==> config.mk <==
export PLATFORM = sky130hd
export DESIGN_NAME = matrix_full_sorter
export DESIGN_NICKNAME = d
export VERILOG_FILES = /design/src/rtl/mfs_pkg.sv /design/src/rtl/mfs_queue.sv /design/src/rtl/mfs_front.sv /design/src/rtl/mfs_back.sv /design/src/rtl/matrix_full_sorter.sv
export VERILOG_INCLUDE_DIRS = /design/src /design/src/rtl
export SDC_FILE = /design/constraint.sdc
export NUM_CORES = 2
export LEC_CHECK = 0
export BUFFER_PORTS_ARGS = -buffer_cell sky130_fd_sc_hd__clkbuf_2
export CORE_ASPECT_RATIO = 1.75
export CORE_MARGIN = 1
export CORE_UTILIZATION = 60
export DETAILED_ROUTE_END_ITERATION = 8
export PLACE_DENSITY_LB_ADDON = 0.2
export SLEW_MARGIN = 40
export SYNTH_ARGS = -nofsm -noshare
export SYNTH_HDL_FRONTEND = slang
export SYNTH_SLANG_ARGS = --single-unit
==> constraint.sdc <==
create_clock -name i_clk -period 15.6 [get_ports i_clk]
set_input_delay 0.78 -clock i_clk [delete_from_list [all_inputs] [get_ports i_clk]]
set_output_delay 0.78 -clock i_clk [all_outputs]
set_load 0.02 [all_outputs]
==> src/rtl/assert_macros.svh <==
// Assertion helpers; bodies drop out in synthesis.
`ifndef ASSERT_MACROS_SVH
`define ASSERT_MACROS_SVH

`ifndef SYNTHESIS

`define ASSERT_ALWAYS(lbl, clk, rst_n, expr) \
    lbl: assert property (@(posedge clk) disable iff (!rst_n) (expr)) \
        else $error("assertion failed");

`define ASSERT_IMPLY(lbl, clk, rst_n, ante, cons) \
    lbl: assert property (@(posedge clk) disable iff (!rst_n) (ante) |-> (cons)) \
        else $error("assertion failed");

`else

`define ASSERT_ALWAYS(lbl, clk, rst_n, expr)

`define ASSERT_IMPLY(lbl, clk, rst_n, ante, cons)

`endif

`endif

==> src/rtl/mfs_pkg.sv <==
package mfs_pkg;

    localparam int MAX_DIM_DEF  = 8;
    localparam int CAPACITY_DEF = 64;

    localparam int DATA_W      = 32;
    localparam int DIM_W       = 4;
    localparam int IDX_W       = 3;
    localparam int CFG_IDX_W   = 1;

    localparam logic [DIM_W-1:0] DIM_RESET = 4'd8;

    localparam int QUEUE_DEPTH = 4;
    localparam int QPTR_W      = 2;
    localparam int QCNT_W      = 3;

    typedef enum logic [CFG_IDX_W-1:0] {
        CFG_ROW_COUNT,
        CFG_COL_COUNT
    } t_cfg_idx;

    typedef struct packed {
        logic signed [DATA_W-1:0] element;
        logic                     is_final;
    } t_qentry;

    typedef enum logic [2:0] {
        ST_LOAD,
        ST_FETCH_I,
        ST_FETCH_J,
        ST_CMP,
        ST_WRI,
        ST_EMIT_RD,
        ST_EMIT_WAIT
    } t_state;

    // zero acts as one, anything above the limit acts as the limit
    function automatic logic [DIM_W-1:0] eff_dim(input logic [DIM_W-1:0] v,
                                                 input logic [DIM_W-1:0] max_dim);
        logic [DIM_W-1:0] r;
        if (v == '0) begin
            r = DIM_W'(1);
        end else if (v > max_dim) begin
            r = max_dim;
        end else begin
            r = v;
        end
        return r;
    endfunction

endpackage

==> src/rtl/mfs_queue.sv <==
module mfs_queue
    import mfs_pkg::*;
(
    input  logic    i_clk,
    input  logic    i_rst_n,
    input  logic    i_push,
    input  t_qentry i_entry,
    output logic    o_full,
    input  logic    i_pop,
    output logic    o_valid,
    output t_qentry o_entry
);

    t_qentry           r_entries [QUEUE_DEPTH];
    logic [QPTR_W-1:0] r_wptr;
    logic [QPTR_W-1:0] r_rptr;
    logic [QCNT_W-1:0] r_count;

    logic do_push;
    logic do_pop;

    assign o_full  = (r_count == QCNT_W'(QUEUE_DEPTH));
    assign o_valid = (r_count != '0);
    assign o_entry = r_entries[r_rptr];

    assign do_push = i_push && !o_full;
    assign do_pop  = i_pop && o_valid;

    always_ff @(posedge i_clk) begin
        if (do_push) begin
            r_entries[r_wptr] <= i_entry;
        end
    end

    always_ff @(posedge i_clk) begin
        if (!i_rst_n) begin
            r_wptr  <= '0;
            r_rptr  <= '0;
            r_count <= '0;
        end else begin
            if (do_push) begin
                r_wptr <= r_wptr + QPTR_W'(1);
            end
            if (do_pop) begin
                r_rptr <= r_rptr + QPTR_W'(1);
            end
            case ({do_push, do_pop})
                2'b10:   r_count <= r_count + QCNT_W'(1);
                2'b01:   r_count <= r_count - QCNT_W'(1);
                default: r_count <= r_count;
            endcase
        end
    end

endmodule

==> src/rtl/mfs_front.sv <==
module mfs_front
    import mfs_pkg::*;
#(
    parameter int MAX_DIM  = MAX_DIM_DEF,
    parameter int CAPACITY = CAPACITY_DEF,
    localparam int CNT_W   = $clog2(CAPACITY + 1)
) (
    input  logic                     i_clk,
    input  logic                     i_rst_n,
    input  logic                     i_cfg_we,
    input  logic [CFG_IDX_W-1:0]     i_cfg_idx,
    input  logic [DIM_W-1:0]         i_cfg_data,
    input  logic                     i_in_valid,
    output logic                     o_in_stall,
    input  logic signed [DATA_W-1:0] i_element,
    input  logic                     i_q_full,
    output logic                     o_push,
    output t_qentry                  o_entry,
    output logic [CNT_W-1:0]         o_total,
    output logic [DIM_W-1:0]         o_cols
);

    logic [DIM_W-1:0]   r_row_count;
    logic [DIM_W-1:0]   r_col_count;
    logic [CNT_W-1:0]   r_loaded;
    logic [CNT_W-1:0]   n_loaded;

    logic [DIM_W-1:0]   rows_eff;
    logic [2*DIM_W-1:0] prod;
    logic               is_final;

    assign rows_eff = eff_dim(r_row_count, DIM_W'(MAX_DIM));
    assign o_cols   = eff_dim(r_col_count, DIM_W'(MAX_DIM));
    assign prod     = (2*DIM_W)'(rows_eff) * (2*DIM_W)'(o_cols);
    assign o_total  = (prod > (2*DIM_W)'(CAPACITY)) ? CNT_W'(CAPACITY) : CNT_W'(prod);

    assign o_in_stall = i_q_full;
    assign o_push     = i_in_valid && !i_q_full;

    // the item that completes the matrix is tagged so the back end starts sorting;
    // a size shrunk mid-load below the stored count completes on the next item
    assign is_final = ((r_loaded + CNT_W'(1)) >= o_total);
    assign n_loaded = is_final ? '0 : r_loaded + CNT_W'(1);

    assign o_entry.element  = i_element;
    assign o_entry.is_final = is_final;

    always_ff @(posedge i_clk) begin
        if (!i_rst_n) begin
            r_row_count <= DIM_RESET;
            r_col_count <= DIM_RESET;
            r_loaded    <= '0;
        end else begin
            if (i_cfg_we && (i_cfg_idx == CFG_ROW_COUNT)) begin
                r_row_count <= i_cfg_data;
            end
            if (i_cfg_we && (i_cfg_idx == CFG_COL_COUNT)) begin
                r_col_count <= i_cfg_data;
            end
            if (o_push) begin
                r_loaded <= n_loaded;
            end
        end
    end

endmodule

==> src/rtl/mfs_back.sv <==
`include "assert_macros.svh"

module mfs_back
    import mfs_pkg::*;
#(
    parameter int CAPACITY = CAPACITY_DEF,
    localparam int CNT_W   = $clog2(CAPACITY + 1),
    localparam int ADDR_W  = (CAPACITY > 1) ? $clog2(CAPACITY) : 1
) (
    input  logic                     i_clk,
    input  logic                     i_rst_n,
    input  logic [CNT_W-1:0]         i_total,
    input  logic [DIM_W-1:0]         i_cols,
    input  logic                     i_q_valid,
    input  t_qentry                  i_q_entry,
    output logic                     o_q_pop,
    output logic                     o_out_valid,
    input  logic                     i_out_stall,
    output logic signed [DATA_W-1:0] o_sorted_value,
    output logic [IDX_W-1:0]         o_row_index,
    output logic [IDX_W-1:0]         o_col_index,
    output logic                     o_last
);

    logic signed [DATA_W-1:0] mem [CAPACITY];

    t_state r_state;
    t_state n_state;

    logic [ADDR_W-1:0]        r_wr;
    logic [ADDR_W-1:0]        r_i;
    logic [ADDR_W-1:0]        r_j;
    logic [ADDR_W-1:0]        r_k;
    logic [IDX_W-1:0]         r_row;
    logic [IDX_W-1:0]         r_col;
    logic signed [DATA_W-1:0] r_cur;
    logic signed [DATA_W-1:0] r_rd_data;

    logic                     r_out_valid;
    logic signed [DATA_W-1:0] r_out_value;
    logic [IDX_W-1:0]         r_out_row;
    logic [IDX_W-1:0]         r_out_col;
    logic                     r_out_last;

    logic                     mem_we;
    logic [ADDR_W-1:0]        mem_waddr;
    logic signed [DATA_W-1:0] mem_wdata;
    logic [ADDR_W-1:0]        rd_addr;
    logic                     out_load;

    logic pop_final;
    logic gt;
    logic j_last;
    logic i_last;
    logic k_last;
    logic col_wrap;
    logic out_free;
    logic one_elem;

    assign pop_final = i_q_valid && i_q_entry.is_final;
    assign gt        = r_cur > r_rd_data;
    assign j_last    = (CNT_W'(r_j) + CNT_W'(1)) == i_total;
    assign i_last    = (CNT_W'(r_i) + CNT_W'(2)) == i_total;
    assign k_last    = (CNT_W'(r_k) + CNT_W'(1)) == i_total;
    assign col_wrap  = (DIM_W'(r_col) + DIM_W'(1)) == i_cols;
    assign out_free  = !r_out_valid || !i_out_stall;
    assign one_elem  = (i_total == CNT_W'(1));

    // next state
    always_comb begin
        n_state = r_state;
        case (r_state)
            ST_LOAD: begin
                if (pop_final) begin
                    n_state = one_elem ? ST_EMIT_RD : ST_FETCH_I;
                end
            end
            ST_FETCH_I:   n_state = ST_FETCH_J;
            ST_FETCH_J:   n_state = ST_CMP;
            ST_CMP: begin
                if (j_last) begin
                    n_state = ST_WRI;
                end
            end
            ST_WRI:       n_state = i_last ? ST_EMIT_RD : ST_FETCH_I;
            ST_EMIT_RD:   n_state = ST_EMIT_WAIT;
            ST_EMIT_WAIT: begin
                if (out_free) begin
                    n_state = k_last ? ST_LOAD : ST_EMIT_RD;
                end
            end
            default:      n_state = ST_LOAD;
        endcase
    end

    // memory port and output register controls
    always_comb begin
        o_q_pop   = 1'b0;
        mem_we    = 1'b0;
        mem_waddr = r_wr;
        mem_wdata = i_q_entry.element;
        rd_addr   = r_i;
        out_load  = 1'b0;
        case (r_state)
            ST_LOAD: begin
                o_q_pop = i_q_valid;
                mem_we  = i_q_valid;
            end
            ST_FETCH_I: begin
                rd_addr = r_i;
            end
            ST_FETCH_J: begin
                rd_addr = r_j;
            end
            ST_CMP: begin
                // the value held in r_cur sinks to a[j], the smaller a[j] rides on in r_cur
                mem_we    = gt;
                mem_waddr = r_j;
                mem_wdata = r_cur;
                rd_addr   = r_j + ADDR_W'(1);
            end
            ST_WRI: begin
                mem_we    = 1'b1;
                mem_waddr = r_i;
                mem_wdata = r_cur;
            end
            ST_EMIT_RD: begin
                rd_addr = r_k;
            end
            ST_EMIT_WAIT: begin
                rd_addr  = r_k;
                out_load = out_free;
            end
            default: begin
                rd_addr = r_i;
            end
        endcase
    end

    always_ff @(posedge i_clk) begin
        if (mem_we) begin
            mem[mem_waddr] <= mem_wdata;
        end
        r_rd_data <= mem[rd_addr];
    end

    always_ff @(posedge i_clk) begin
        if (!i_rst_n) begin
            r_state     <= ST_LOAD;
            r_wr        <= '0;
            r_out_valid <= 1'b0;
        end else begin
            r_state <= n_state;
            if (o_q_pop) begin
                r_wr <= pop_final ? '0 : r_wr + ADDR_W'(1);
            end
            if (out_load) begin
                r_out_valid <= 1'b1;
            end else if (!i_out_stall) begin
                r_out_valid <= 1'b0;
            end
        end
    end

    always_ff @(posedge i_clk) begin
        if (r_state == ST_LOAD && pop_final) begin
            r_i   <= '0;
            r_k   <= '0;
            r_row <= '0;
            r_col <= '0;
        end
        if (r_state == ST_FETCH_I) begin
            r_j <= r_i + ADDR_W'(1);
        end
        if (r_state == ST_FETCH_J) begin
            r_cur <= r_rd_data;
        end
        if (r_state == ST_CMP) begin
            r_j <= r_j + ADDR_W'(1);
            if (gt) begin
                r_cur <= r_rd_data;
            end
        end
        if (r_state == ST_WRI) begin
            r_i <= r_i + ADDR_W'(1);
        end
        if (out_load) begin
            r_out_value <= r_rd_data;
            r_out_row   <= r_row;
            r_out_col   <= r_col;
            r_out_last  <= k_last;
            r_k         <= r_k + ADDR_W'(1);
            if (col_wrap) begin
                r_col <= '0;
                r_row <= r_row + IDX_W'(1);
            end else begin
                r_col <= r_col + IDX_W'(1);
            end
        end
    end

    assign o_out_valid    = r_out_valid;
    assign o_sorted_value = r_out_value;
    assign o_row_index    = r_out_row;
    assign o_col_index    = r_out_col;
    assign o_last         = r_out_last;

    `ASSERT_IMPLY(a_j_after_i, i_clk, i_rst_n, r_state == ST_CMP, r_j > r_i)
    `ASSERT_IMPLY(a_i_in_range, i_clk, i_rst_n, r_state == ST_WRI, (CNT_W'(r_i) + CNT_W'(2)) <= i_total)
    `ASSERT_IMPLY(a_k_in_range, i_clk, i_rst_n, r_state == ST_EMIT_RD || r_state == ST_EMIT_WAIT, CNT_W'(r_k) < i_total)

endmodule

==> src/rtl/matrix_full_sorter.sv <==
// Load: one element per cycle into the store while the four-entry queue is not full.
// Sort: exchange sort on a one-write/one-read memory, one compare per cycle.
// Emission: one result at a time (registered memory read, then output register); a stalled output holds it.
// Reset (synchronous, active low): row and column counts return to 8, the load
//   count and queue clear; the element store is not cleared.
module matrix_full_sorter
    import mfs_pkg::*;
#(
    parameter int MAX_DIM  = MAX_DIM_DEF,
    parameter int CAPACITY = CAPACITY_DEF
) (
    input  logic                     i_clk,
    input  logic                     i_rst_n,
    input  logic                     i_cfg_we,
    input  logic [CFG_IDX_W-1:0]     i_cfg_idx,
    input  logic [DIM_W-1:0]         i_cfg_data,
    input  logic                     i_in_valid,
    output logic                     o_in_stall,
    input  logic signed [DATA_W-1:0] i_element,
    output logic                     o_out_valid,
    input  logic                     i_out_stall,
    output logic signed [DATA_W-1:0] o_sorted_value,
    output logic [IDX_W-1:0]         o_row_index,
    output logic [IDX_W-1:0]         o_col_index,
    output logic                     o_last
);

    localparam int CNT_W = $clog2(CAPACITY + 1);

    logic             push;
    logic             q_full;
    logic             q_valid;
    logic             q_pop;
    t_qentry          push_entry;
    t_qentry          q_entry;
    logic [CNT_W-1:0] total;
    logic [DIM_W-1:0] cols;

    mfs_front #(
        .MAX_DIM  (MAX_DIM),
        .CAPACITY (CAPACITY)
    ) u_front (
        .i_clk      (i_clk),
        .i_rst_n    (i_rst_n),
        .i_cfg_we   (i_cfg_we),
        .i_cfg_idx  (i_cfg_idx),
        .i_cfg_data (i_cfg_data),
        .i_in_valid (i_in_valid),
        .o_in_stall (o_in_stall),
        .i_element  (i_element),
        .i_q_full   (q_full),
        .o_push     (push),
        .o_entry    (push_entry),
        .o_total    (total),
        .o_cols     (cols)
    );

    mfs_queue u_queue (
        .i_clk   (i_clk),
        .i_rst_n (i_rst_n),
        .i_push  (push),
        .i_entry (push_entry),
        .o_full  (q_full),
        .i_pop   (q_pop),
        .o_valid (q_valid),
        .o_entry (q_entry)
    );

    mfs_back #(
        .CAPACITY (CAPACITY)
    ) u_back (
        .i_clk          (i_clk),
        .i_rst_n        (i_rst_n),
        .i_total        (total),
        .i_cols         (cols),
        .i_q_valid      (q_valid),
        .i_q_entry      (q_entry),
        .o_q_pop        (q_pop),
        .o_out_valid    (o_out_valid),
        .i_out_stall    (i_out_stall),
        .o_sorted_value (o_sorted_value),
        .o_row_index    (o_row_index),
        .o_col_index    (o_col_index),
        .o_last         (o_last)
    );

endmodule

==> impl_summary.log <==
[metrics] result of the run: completed
[metrics] final critical-path required period: 5970 ps
[metrics] clk root buf: clkbuf_16
[metrics] max_cap viols: 0
[metrics] Max Slew Vio Count: 0
[metrics] wire length of the first global-routing pass: 377 mm
[metrics] Static Leakage: 36.4 nW
[metrics] initial standard-cell utilization of the core: 0.606
[metrics] count of vias placed by the detailed router: 62,300
[metrics] kind of end point of the critical path: flop
[metrics] number of cells produced by synthesis: 7,561
[metrics] hold-fix buffer count after cts: 0
[metrics] area grow syn2layout: 9.69%
[metrics] Hold Slack: 153 ps
[metrics] Synthesized Nets: 7,670
[metrics] routed wire length: 259 mm
[metrics] count of standard-cell rows: 192
[metrics] Synth top cells by count: 2,270 x nand2_1, 2,240 x edfxtp_1, 1,040 x nand3_1
[metrics] clock slew at reported path FFs: 70 ps
[metrics] vias in the first global route: 59,800
[metrics] largest stage delay on the critical path: 560 ps
[metrics] slew at the pin closest to its max-slew limit: 948 ps
[metrics] number of top-level pins: 83
[metrics] Setup Crit Path Kind: flop to flop
[metrics] quantity of I/O buffers inserted on ports: 82
[metrics] FF-to-FF setup slack: 9630 ps
[metrics] Synth Area in Compound Gates: 0.0464
[metrics] core region area: 157,000 um^2
[metrics] sum of buffers and inverters on the critical path: 2
[metrics] Total Nets Final: 7,640
[metrics] multiplexer fraction of the synthesized cell area: 0.0190
[metrics] number of setup buffers added after CTS: 0
[metrics] antenna violations before repair: 10
[metrics] last weighted congestion value of the routability-driven placer: 0.872
[metrics] power density over cell area: 209 nW/um^2
[metrics] routed wirelength normalized by instance count: 26.6 um
[metrics] number of setup violations in the final report: 0
[metrics] GR Util All Layers: 0.321
[metrics] cell with the biggest individual delay on the critical path: fa_1
[metrics] xor/xnor cell area share of the yosys netlist: 0.00503
[metrics] critical path's most frequent cell: a21o_1
[metrics] Clock H-tree levels: 4
[metrics] vias per cell: 6.40
[metrics] count of TritonRoute iterations in the first routing pass: 7
[metrics] Remaining Overflow, GRT: 0
[metrics] arithmetic-cell share of the synthesized area counting full adders, half adders and majority gates: 0.00923
[metrics] launch point of the worst reg-to-reg path: u_front.r_col_count[3]$_SDFFE_PN1P_
[metrics] Worst Hold Path EP: u_queue.r_entries[0][27]$_DFFE_PP_
[metrics] worst hold path depth: 1
[metrics] clock tree from TritonCTS: done
[metrics] largest family of logic cells by synthesized area: simple AND/OR/NAND/NOR gates
[metrics] top-count cell post-synth: nand2_1
[metrics] critical path fanouts, max: 12
[metrics] share of synthesized cell area in and, or, nand and nor gates: 0.166
[metrics] post-synthesis instance area: 94,900 um^2
[metrics] worst ir drop on vdd: 0.000249 V
[metrics] required arrival time at the worst endpoint: 16,320 ps
[metrics] sum of net half-perimeters after detailed placement: 147 mm
[metrics] final worst-path cycle share: 0.383
[metrics] depth of the most critical reg-to-reg path: 21
[metrics] DRC Markers: 0
[metrics] Die X: 303 um
[metrics] later-pin clock latency in the skew report: 860 ps
[metrics] synthesis warning total: 0
[metrics] share of layout cells above drive strength 1: 0.0923
[metrics] Post-synth top flop: edfxtp_1
[metrics] die area: 160,000 um^2
[metrics] top post-synthesis cells by area: edfxtp_1 71%, nand2_1 9.0%, nand3_1 5.5%
[metrics] end-of-flow core utilization: 0.664
[metrics] count of cell types in the netlist: 81
[metrics] critical path cell sequence: nor2_1, nand3_1, fa_1, inv_1, fa_1, fa_1, a21o_1, a211oi_1, o211ai_1, a31oi_1, ha_1, nand2b_1, a21o_1, a21o_1, a21o_1, a211oi_1, a21oi_1, a21oi_1, inv_2, or3_1, o221ai_1
[metrics] share of async-settable or async-resettable flops after synthesis: 0
[metrics] family with the most delay on the worst path: compound AO/OA/AOI/OAI gates
[metrics] type of the most critical hold path: input pin to flop
[metrics] flip-flop and latch count after synthesis: 2,341
[metrics] cells resized by post-CTS repair: 0
[metrics] pin count of the biggest net entering global routing: 175
[metrics] CTS Buf Count: 201
[metrics] die span in y: 528 um
[metrics] Detail Route Antenna Nets: 0
[metrics] slew margin rel.: 0.368
[metrics] capture point of the worst reg-to-reg path: u_front.r_loaded[4]$_SDFFE_PN0P_
[metrics] cell type with the largest total area after synthesis: edfxtp_1
[metrics] Clock Tree Buf Depth: 4
[metrics] critical path arrival: 6690 ps
[metrics] Hold Path Origin: i_element[26]
[metrics] Num Clock Sinks: 2,341
[metrics] total negative slack for setup checks: 0 ps
[metrics] sequential cell area fraction in the yosys report: 0.730
[metrics] Starting DRT DRC Count: 8,010
[metrics] number of hold-slack violations in the final timing report: 0
[metrics] final worst clock skew: 76.6 ps
[metrics] FMAX: 167 MHz
[metrics] average footprint of a synthesized cell: 12.5 um^2
[metrics] portion of synthesized cell area occupied by the leading cell type: 0.709
[metrics] number of synthesized flops with an enable pin: 2,240
[metrics] setup repair after global routing missed its margin: false
[metrics] Startpoint Class: flop
[layout by cell type (no fill, tap or decap), types with 20 or more instances in the layout]
cell	Yosys	layout
nor4_1	29	26
clkbuf_16	0	205
clkbuf_2	0	82
mux2_2	37	25
inv_1	56	55
o21ai_0	39	37
a21o_1	22	20
edfxtp_1	2240	2240
nand3_1	1040	1040
nor2_1	149	148
mux2_1	31	31
o22ai_1	111	110
a311oi_1	24	24
dfxtp_1	101	99
buf_4	4	132
ha_1	62	62
mux2i_1	29	29
xor2_1	23	23
nor3_2	0	55
a21oi_1	424	423
clkinv_2	0	33
nand4_1	25	25
nand2_1	2270	2261
clkbuf_1	185	46
clkbuf_8	0	20
and3_1	38	38
mux4_2	33	33
clkinv_1	1	30
xnor2_1	27	27
[layer usage]
| metal | global-route usage | part of all wire | vias to the layer above |
|---|---|---|---|
| li1 | - | - | 27200 |
| met1 | 0.401 | 0.35 | 30600 |
| met2 | 0.547 | 0.50 | 3668 |
| met4 | 0.162 | 0.053 | 2 |
| met5 | 0 | 0.000050 | - |
| met3 | 0.0452 | 0.096 | 732 |
[power breakdown]
group          total (W)  switching [W]  internal (W)
Clock            0.00489        0.00219       0.00269
Combinational    0.00860        0.00637       0.00223
Sequential       0.00828       0.000232       0.00804
[worst max-delay path by stage]
stage / cells after the start / end / slack (ps) / from
floorplan: 22 / u_front.r_loaded[0]$_SDFFE_PN0P_ / 10280 / u_front.r_col_count[3]$_SDFFE_PN1P_
global placement: 13 / u_back.r_rd_data[25]$_DFF_P_ / 9350 / u_back.r_state[1]$_SDFFE_PN0P_
detailed placement: 21 / u_front.r_loaded[0]$_SDFFE_PN0P_ / 9620 / u_front.r_col_count[3]$_SDFFE_PN1P_
CTS: 21 / u_front.r_loaded[4]$_SDFFE_PN0P_ / 9610 / u_front.r_col_count[3]$_SDFFE_PN1P_
global route: 21 / u_front.r_loaded[0]$_SDFFE_PN0P_ / 9180 / u_front.r_col_count[3]$_SDFFE_PN1P_
finish: 21 / u_front.r_loaded[4]$_SDFFE_PN0P_ / 9630 / u_front.r_col_count[3]$_SDFFE_PN1P_
[through the flow]
| step | std cells | cell area [um^2] | setup WS [ps] | total power (W) |
|---|---|---|---|---|
| 2_1_floorplan | 7561 | 94900 | 10280 | 0.0138 |
| 3_3_place_gp | 9361 | 97400 | 9350 | 0.0165 |
| 3_5_place_dp | 9363 | 97600 | 9620 | 0.0168 |
| 4_1_cts | 9726 | 104000 | 9610 | 0.0216 |
| 5_1_grt | 9735 | 104000 | 9180 | 0.0226 |
| 6_report | 9737 | 104000 | 9630 | 0.0218 |
[cell families after synthesis]
family / after synthesis
simple gates: 3691
flops: 2341
compound gates: 749
buf+inv: 531
mux: 130
fa+ha+maj: 67
xor+xnor: 52
[flip-flops by register name, indices dropped and copies added (netlist names), 7 cells and up, named ones only]
name                   count
u_back.mem              2048
u_back.o_sorted_value     32
u_back.r_cur              32
u_back.r_rd_data          32
u_front.r_loaded           7
u_queue.r_entries        132
[layout make-up]
cell class | instances | area, um^2
multi-input cells | 4689 | 23800
clock inverters | 92 | 762
inverters | 59 | 224
diodes | 9 | 22.5
flip-flops and latches | 2341 | 69300
clock buffers | 271 | 5580
fillers | 10900 | 52600
well taps | 2037 | 2550
repair buffers | 239 | 1790
Power figures use the tool's default switching activity.
